===== config.mk =====
export PLATFORM = sky130hd
export DESIGN_NAME = lru_cache_key_value_store_unit
export DESIGN_NICKNAME = d
export VERILOG_FILES = /design/src/sv/lrukv_pkg.sv /design/src/sv/lru_cache_key_value_store_unit.sv /design/src/sv/lrukv_cell.sv
export SDC_FILE = /design/constraint.sdc
export NUM_CORES = 1
export LEC_CHECK = 0
export BUFFER_PORTS_ARGS = -buffer_cell sky130_fd_sc_hd__buf_2
export CAP_MARGIN = 20
export CORE_ASPECT_RATIO = 0.5
export CORE_UTILIZATION = 45
export DETAILED_ROUTE_END_ITERATION = 8
export PLACE_DENSITY = 0.59
export SLEW_MARGIN = 10
export SYNTH_ARGS = -nofsm -noshare
export SYNTH_HDL_FRONTEND = slang
export SYNTH_HIERARCHICAL = 1
export SYNTH_SLANG_ARGS = --single-unit

===== constraint.sdc =====
create_clock -name clk -period 8.9 [get_ports clk]
set_clock_uncertainty 0.1 [all_clocks]
set_input_delay 0 -clock clk [delete_from_list [all_inputs] [get_ports clk]]
set_output_delay 0 -clock clk [all_outputs]
set_load 0.1 [all_outputs]

===== src/sv/lrukv_pkg.sv =====
// Shared types and constants of the LRU key/value store.
// No dependencies; used by the cell, the top level and the checker.
package lrukv_pkg;

  localparam int KEY_W = 32;
  localparam int VAL_W = 32;
  localparam int CAP_W = 5;

  localparam logic [CAP_W-1:0] CAP_RESET = 5'd16;

  localparam logic OP_GET = 1'b0;
  localparam logic OP_PUT = 1'b1;

  typedef struct packed {
    logic             valid;
    logic [KEY_W-1:0] key;
    logic [VAL_W-1:0] value;
  } entry_t;

  typedef struct packed {
    logic             load;
    logic [KEY_W-1:0] cmp_key;
  } cell_ctrl_t;

  typedef enum logic {
    ST_IDLE,
    ST_UPDATE
  } state_t;

endpackage


===== src/sv/lru_cache_key_value_store_unit.sv =====
// Top level of the LRU key/value store: control, capacity register and
// the chain of lrukv_cell slots. Depends on lrukv_pkg and lrukv_cell.
//
// Usage:
//   Input channel in_*: one transaction is a get (opcode 0) or a put
//   (opcode 1) with a key and a value. Output channel out_*: one
//   transaction per get, carrying hit and the stored value (zero on miss).
//   Puts give no output transaction.
//   cfg_write_enable/cfg_write_data set the capacity limit; write it only
//   while the block is idle. A limit of 0 acts as 1, above ENTRIES as ENTRIES.
// Timing:
//   A new transaction is taken only once the last one has updated the chain:
//   the key is compared against every slot in the accept cycle, then the
//   chain shifts toward the least recent end in the update state, which a
//   get can stall (see Stall). A get result is registered at that update edge.
// Reset:
//   All slots become empty and the limit returns to 16; no clearing pass.
// Stall:
//   A result waits in the output register; a following get holds in its
//   update cycle until that register drains, a put proceeds.
module lru_cache_key_value_store_unit #(
  parameter int ENTRIES = 16
) (
  input  logic               clk,
  input  logic               rst_n,
  input  logic               in_valid,
  output logic               in_stall,
  input  logic               in_opcode,
  input  logic signed [31:0] in_lookup_key,
  input  logic signed [31:0] in_store_value,
  output logic               out_valid,
  input  logic               out_stall,
  output logic               out_hit,
  output logic signed [31:0] out_read_value,
  input  logic               cfg_write_enable,
  input  logic [4:0]         cfg_write_data
);

  localparam int OCC_W = $clog2(ENTRIES + 1);
  localparam int CMP_W = (OCC_W > lrukv_pkg::CAP_W) ? OCC_W : lrukv_pkg::CAP_W;

  lrukv_pkg::state_t state_r, state_nxt;

  logic [lrukv_pkg::CAP_W-1:0] cap_r;
  logic [OCC_W-1:0]            occ_r, occ_nxt;
  logic [ENTRIES-1:0]          match_r;
  logic [ENTRIES-1:0]          cell_match;
  logic                        op_r;
  logic [lrukv_pkg::KEY_W-1:0] key_r;
  logic [lrukv_pkg::VAL_W-1:0] value_r;
  logic                        out_valid_r, out_valid_nxt;
  logic                        out_hit_r;
  logic [lrukv_pkg::VAL_W-1:0] out_value_r;

  logic                        in_accept;
  logic                        upd_fire;
  logic                        change;
  logic                        hit;
  logic [lrukv_pkg::VAL_W-1:0] hit_value;
  logic [CMP_W-1:0]            lim_eff;
  logic                        full;

  lrukv_pkg::entry_t head_entry;
  lrukv_pkg::entry_t entries [ENTRIES];

  assign in_stall  = (state_r != lrukv_pkg::ST_IDLE);
  assign in_accept = in_valid && !in_stall;
  assign upd_fire  = (state_r == lrukv_pkg::ST_UPDATE) &&
                     ((op_r == lrukv_pkg::OP_PUT) || !out_valid_r || !out_stall);
  assign hit       = |match_r;
  assign change    = upd_fire && (hit || (op_r == lrukv_pkg::OP_PUT));

  always_comb begin
    hit_value = '0;
    for (int i = 0; i < ENTRIES; i++) begin
      hit_value = hit_value | (match_r[i] ? entries[i].value : '0);
    end
  end

  always_comb begin
    if (cap_r == '0) begin
      lim_eff = CMP_W'(1);
    end else if (CMP_W'(cap_r) > CMP_W'(ENTRIES)) begin
      lim_eff = CMP_W'(ENTRIES);
    end else begin
      lim_eff = CMP_W'(cap_r);
    end
  end

  assign full = (CMP_W'(occ_r) >= lim_eff);

  assign head_entry.valid = 1'b1;
  assign head_entry.key   = key_r;
  assign head_entry.value = (op_r == lrukv_pkg::OP_PUT) ? value_r : hit_value;

  for (genvar i = 0; i < ENTRIES; i++) begin : g_cell
    lrukv_pkg::cell_ctrl_t ctrl;
    lrukv_pkg::entry_t     prev_entry;

    if (i == 0) begin : g_head
      assign ctrl.load  = change;
      assign prev_entry = head_entry;
    end else begin : g_body
      assign ctrl.load  = change &&
                          (hit ? (|match_r[ENTRIES-1:i]) :
                           (full ? (OCC_W'(i) < occ_r) : (OCC_W'(i) <= occ_r)));
      assign prev_entry = entries[i-1];
    end

    assign ctrl.cmp_key = in_lookup_key;

    lrukv_cell u_cell (
      .clk        (clk),
      .rst_n      (rst_n),
      .ctrl       (ctrl),
      .prev_entry (prev_entry),
      .entry      (entries[i]),
      .match      (cell_match[i])
    );
  end

  always_comb begin
    state_nxt     = state_r;
    occ_nxt       = occ_r;
    out_valid_nxt = out_valid_r && out_stall;
    case (state_r)
      lrukv_pkg::ST_IDLE: begin
        if (in_accept) begin
          state_nxt = lrukv_pkg::ST_UPDATE;
        end
      end
      lrukv_pkg::ST_UPDATE: begin
        if (upd_fire) begin
          state_nxt = lrukv_pkg::ST_IDLE;
          if (op_r == lrukv_pkg::OP_GET) begin
            out_valid_nxt = 1'b1;
          end else if (!hit && !full) begin
            occ_nxt = occ_r + OCC_W'(1);
          end
        end
      end
      default: begin
        state_nxt = lrukv_pkg::ST_IDLE;
      end
    endcase
  end

  always_ff @(posedge clk) begin
    if (!rst_n) begin
      state_r     <= lrukv_pkg::ST_IDLE;
      occ_r       <= '0;
      out_valid_r <= 1'b0;
      cap_r       <= lrukv_pkg::CAP_RESET;
    end else begin
      state_r     <= state_nxt;
      occ_r       <= occ_nxt;
      out_valid_r <= out_valid_nxt;
      if (cfg_write_enable) begin
        cap_r <= cfg_write_data;
      end
    end
  end

  always_ff @(posedge clk) begin
    if (in_accept) begin
      match_r <= cell_match;
      op_r    <= in_opcode;
      key_r   <= in_lookup_key;
      value_r <= in_store_value;
    end
    if (upd_fire && (op_r == lrukv_pkg::OP_GET)) begin
      out_hit_r   <= hit;
      out_value_r <= hit_value;
    end
  end

  assign out_valid      = out_valid_r;
  assign out_hit        = out_hit_r;
  assign out_read_value = out_value_r;

endmodule


===== src/sv/lrukv_cell.sv =====
// One recency slot of the LRU chain: holds an entry, compares its key,
// and loads from its upstream neighbor. Depends on lrukv_pkg.
module lrukv_cell (
  input  logic                clk,
  input  logic                rst_n,
  input  lrukv_pkg::cell_ctrl_t ctrl,
  input  lrukv_pkg::entry_t   prev_entry,
  output lrukv_pkg::entry_t   entry,
  output logic                match
);

  logic                        valid_r;
  logic [lrukv_pkg::KEY_W-1:0] key_r;
  logic [lrukv_pkg::VAL_W-1:0] value_r;

  always_ff @(posedge clk) begin
    if (!rst_n) begin
      valid_r <= 1'b0;
    end else if (ctrl.load) begin
      valid_r <= prev_entry.valid;
    end
  end

  always_ff @(posedge clk) begin
    if (ctrl.load) begin
      key_r   <= prev_entry.key;
      value_r <= prev_entry.value;
    end
  end

  assign entry.valid = valid_r;
  assign entry.key   = key_r;
  assign entry.value = value_r;
  assign match       = valid_r && (key_r == ctrl.cmp_key);

endmodule


==> flow_summary.ini, run 1 <==
[layout]
multi_input_area_um2 = 9940
n_fill_cell = 7810
nets = 2835
final_common_cell = edfxtp_1
regArea_um2 = 34700
drive_gt1_share_pct = 13.3
final_cell_area_um2 = 51800
final_cell_mix = 1,138 x edfxtp_1, 496 x xor2_1, 128 x a22o_1, 128 x a221oi_1, 123 x dlygate4sd3_1
area_growth_pct = 15.4

[routing]
drt_wl_total_mm = 100
wl_met1_mm = 43.1
drc_errors = 0
num_vias = 23200
drt_first_pass_iters = 6
drtAntennaViolNets = 0
vias_per_cell = 5.56
post_drt_wl_per_cell_um = 24.1
drt_iter0_drc = 2481
wl_met2_mm = 47.3
wl_met3_mm = 7.71
routed.top_layer = met4

[placed_design]
place_area_um2 = 47200
io_buffer_count = 109
gp_congestion = 0.852
dp_hpwl_mm = 59.9

[clock_network]
clkLatencyLatePin_ns = 0.70
clockRootBuffer = clkbuf_16
cts_resized = 0
cts_hold_buf = 123
clock-sinks = 1166
post-cts-setup-buffer-count = 0
cts.htree.levels = 3
clock_path_buffers = 3
tritoncts = built
numCtsBuffers = 102
path_clk_slew_ns = 0.07

[run_status]
status = complete, no violations

[floorplanning]
pin_count = 110
fp.dieW_um = 449
start_util_pct = 45.7
die_h_um = 225
fp-row-count = 81
die_area_um2 = 101000
core_area_um2 = 98300

[power]
p_leak_uw = 0.0170
powerDensity_nw_per_um2 = 222
ir_drop_mv = 0.135

[critical_path]
arrival_ns = 5.13
cp_max_fo = 52
cp_data_required_time_ns = 9.39
path_class = flop to flop
startpoint_type = flop
cp-end-kind = flop

[global_route]
overflow = 0
grt_pass1_vias = 23500
grt_max_degree = 66
antenna_found_initial = 6
grt_usage_pct = 19.9
grt_pass1_wl_mm = 149

[job]
max_cap_viol_count = 0

[sta]
worst_slew_pin_slew_ns = 1.15
hold_viol = 0
tns_ns = 0
setup_viol = 0
drv_slew = 0
min_period_over_period_pct = 52.2
rsz0062_at_grt = no
fmax_mhz = 215
fin_crit_ns = 4.64
slew_headroom_pct = 23.6

[yosys]
syn_area_per_cell_um2 = 18.2
synthCells = 2461
yosysWarnings = 6
syn_nets = 2544
syn_area_um2 = 44900

[worst_hold_path]
hold_class = primary input to flop
## power breakdown
group          total [uW]  switching, uW  internal, uW
Sequential           6390            116          6270
Clock                4440           1970          2460
Combinational         652            427           225
## worst max-delay path, cell delays in order, from the launching register on
cell	delay, ns
dfxtp_1	0.84
ha_1	0.37
a21o_1	0.17
a31oi_1	0.26
o21ai_0	0.20
buf_2	0.21
or3_1	0.40
a211oi_4	0.79
buf_4	0.81
mux2i_1	0.27
nor2b_1	0.06
## final timing paths
path         slack [ns]                         end       from  depth (start not counted)
max reg2reg        4.26   g_cell[13].u_cell/valid_r   occ_r[2]                         10
max                4.26   g_cell[13].u_cell/valid_r   occ_r[2]                         10
min reg2reg        0.32  g_cell[0].u_cell/key_r[23]  key_r[23]                          0
min                0.15          out_read_value[26]  out_stall                          3
## through the flow
stage / worst slack [ns] / utilization [%] / hold WS, ns / instances / total power, uW
6_report: 4.26 / 52.7 / 0.148 / 4166 / 11500
3_5_place_dp: 4.22 / 48.1 / 0.0781 / 3849 / 7110
2_1_floorplan: 0.339 / - / -0.00136 / 2461 / 6860
3_3_place_gp: 4.32 / 48.0 / 0.0774 / 3848 / 7090
4_1_cts: 4.22 / 52.7 / 0.0360 / 4161 / 11600
5_1_grt: 4.10 / 52.7 / 0.116 / 4166 / 11800
## metal layers
metal,up-vias,GRT usage (%)
met3,157,4.21
met4,0,5.21
met5,-,0
met2,908,32.3
met1,11700,27.3
li1,10400,-
## cell type report
cell class                 count  area share, %
inverter                      10         0.0749
antenna                        1        0.00483
timing repair buffer         279           4.14
clock buffer                 129           5.28
multi-input combinational   1193           19.2
tap                         1328           3.21
sequential                  1166           67.0
clock inverter                60           1.08
## state kept, by name, indices dropped and copies added, names as in the netlist
name,cells
cap_r,5
g_cell.u_cell/key_r,512
g_cell.u_cell/valid_r,16
g_cell.u_cell/value_r,512
in_stall,1
key_r,32
match_r,16
occ_r,5
op_r,1
out_hit,1
out_read_value,32
out_valid,1
value_r,32
No activity file was read; power rests on OpenSTA's default activity.
==> inputs of run 2 (changes only) <==
- ABC_AREA: default -> 1
- clock period: 8.9 -> 3.9 ns (I/O delays scaled with it)
==> flow_summary.ini, run 2 <==
[critical_path]
arrival_ns = 3.73
startpoint_type = flop
r2r_cells = 12
path_class = flop to flop
worstReg2RegEnd = g_cell[12].u_cell/valid_r
cp_data_required_time_ns = 4.38
r2r_setup_slack_ns = 0.64
reg2reg_from = occ_r[0]
cp-end-kind = flop
cp_max_fo = 34
crit_path_start = occ_r[0]

[run_status]
status = complete, no violations

[floorplanning]
fp.dieW_um = 470
die_h_um = 236
die_area_um2 = 111000
fp-row-count = 85
start_util_pct = 45.6
pin_count = 110
core_area_um2 = 108000

[yosys]
synthCells = 4532
yosysWarnings = 6
syn_area_per_cell_um2 = 10.9
syn_area_um2 = 49400
syn_nets = 4615

[layout]
n_antenna_cell = 0
largestRegisters = g_cell.u_cell/key_r x512, g_cell.u_cell/value_r x512
final_common_cell = nand2_1
final_cell_mix = 1,507 x nand2_1, 1,138 x edfxtp_1, 646 x inv_1, 415 x nor2_1, 124 x dlygate4sd3_1
drive_gt1_share_pct = 8.60
final_core_util_pct = 52.4
area_growth_pct = 14.8
nets = 4923
n_fill_cell = 9199

[placed_design]
dp_hpwl_mm = 74.0
io_buffer_count = 109
gp_congestion = 0.824

[sta]
min_period_over_period_pct = 83.5
worst_slew_pin_slew_ns = 0.967
fmax_mhz = 307
fin_crit_ns = 3.26
rsz0062_at_grt = no
tns_ns = 0
setup_viol = 0
slew_headroom_pct = 35.4
hold_viol = 0
drv_slew = 0

[clock_network]
numCtsBuffers = 104
cts.htree.levels = 3
clockRootBuffer = clkbuf_16
clkLatencyLatePin_ns = 0.72
tritoncts = built
clock_path_buffers = 3
path_clk_slew_ns = 0.06
cts_hold_buf = 124
cts_resized = 0
clock-sinks = 1166
post-cts-setup-buffer-count = 0

[routing]
num_vias = 32000
drc_errors = 0
drtAntennaViolNets = 0
post_drt_wl_per_cell_um = 18.5
drt_iter0_drc = 2151
drt_first_pass_iters = 7
drt_wl_total_mm = 118
vias_per_cell = 5.04

[global_route]
grt_use_met2_pct = 35.0
overflow = 0
grt_usage_pct = 21.3
grt_pass1_wl_mm = 180
grt_pass1_vias = 32000
grt_max_degree = 67
met1_usage_pct = 29.3
antenna_found_initial = 2
gr-max-usage-layer = met2
use_met3_pct = 3.51

[power]
p_leak_uw = 0.0232
powerDensity_nw_per_um2 = 515
ir_drop_mv = 0.396

[worst_hold_path]
worst_hold_path.endpoint = cap_r[0]
hold_class = primary input to flop
hp-start = cfg_write_enable
min_path_cells = 4

[job]
max_cap_viol_count = 0
==> run 2: worst max-delay path by stage <==
stage | slack (ns) | endpoint | cells past startpoint
after global placement | 0.72 | g_cell[12].u_cell/valid_r | 12
final | 0.64 | g_cell[12].u_cell/valid_r | 12
after floorplan | 0.10 | g_cell[5].u_cell/key_r[0] | 7
after detailed placement | 0.72 | g_cell[12].u_cell/valid_r | 12
after CTS | 0.68 | g_cell[12].u_cell/valid_r | 12
after global routing | 0.37 | g_cell[12].u_cell/valid_r | 12
==> run 2: final cells by class <==
class                   instances  area, um^2  area share (%)
clock inverters                43         578            1.02
inverters                     702        2640            4.66
repair buffers                292        2420            4.26
well taps                    1435        1800            3.17
clock buffers                 143        2820            4.98
flip-flops and latches       1166       34700            61.3
multi-input cells            2574       11700            20.6
==> run 2: layer usage <==
metal | share of wire [%] | routed length [um]
met5 | 0 | 0
met4 | 2.3 | 2700
met3 | 6.0 | 7080
met2 | 46 | 54300
met1 | 45 | 53500
==> run 2: stage by stage <==
step | hold WS, ns | power, uW | cells | area, um^2 | worst slack (ns)
6_report | 0.111 | 29200 | 6355 | 56700 | 0.645
5_1_grt | 0.111 | 30300 | 6355 | 56700 | 0.370
4_1_cts | 0.0233 | 29400 | 6355 | 56700 | 0.683
3_5_place_dp | 0.0781 | 18900 | 6045 | 52000 | 0.724
3_3_place_gp | 0.0766 | 18800 | 6045 | 52000 | 0.722
2_1_floorplan | -0.00113 | 17700 | 4532 | 49500 | 0.101
==> run 2: report_power, final <==
part           internal [uW]  switching [uW]  leakage (uW)
logic                    870            1970        0.0107
clock network           5860            4600       0.00164
registers              15300             621        0.0109
==> run 2: critical path: stages, from the launching register on <==
cell and delay [ns]:
dfxtp_1 0.45, inv_1 0.24, ha_1 0.34, nand2_1 0.05, nor2_1 0.08, nand2_1 0.07
nand3_1 0.33, o21ai_0 0.19, nand2_1 0.11, clkinv_2 0.48, buf_12 0.40, o21ai_0 0.17
a21oi_1 0.05
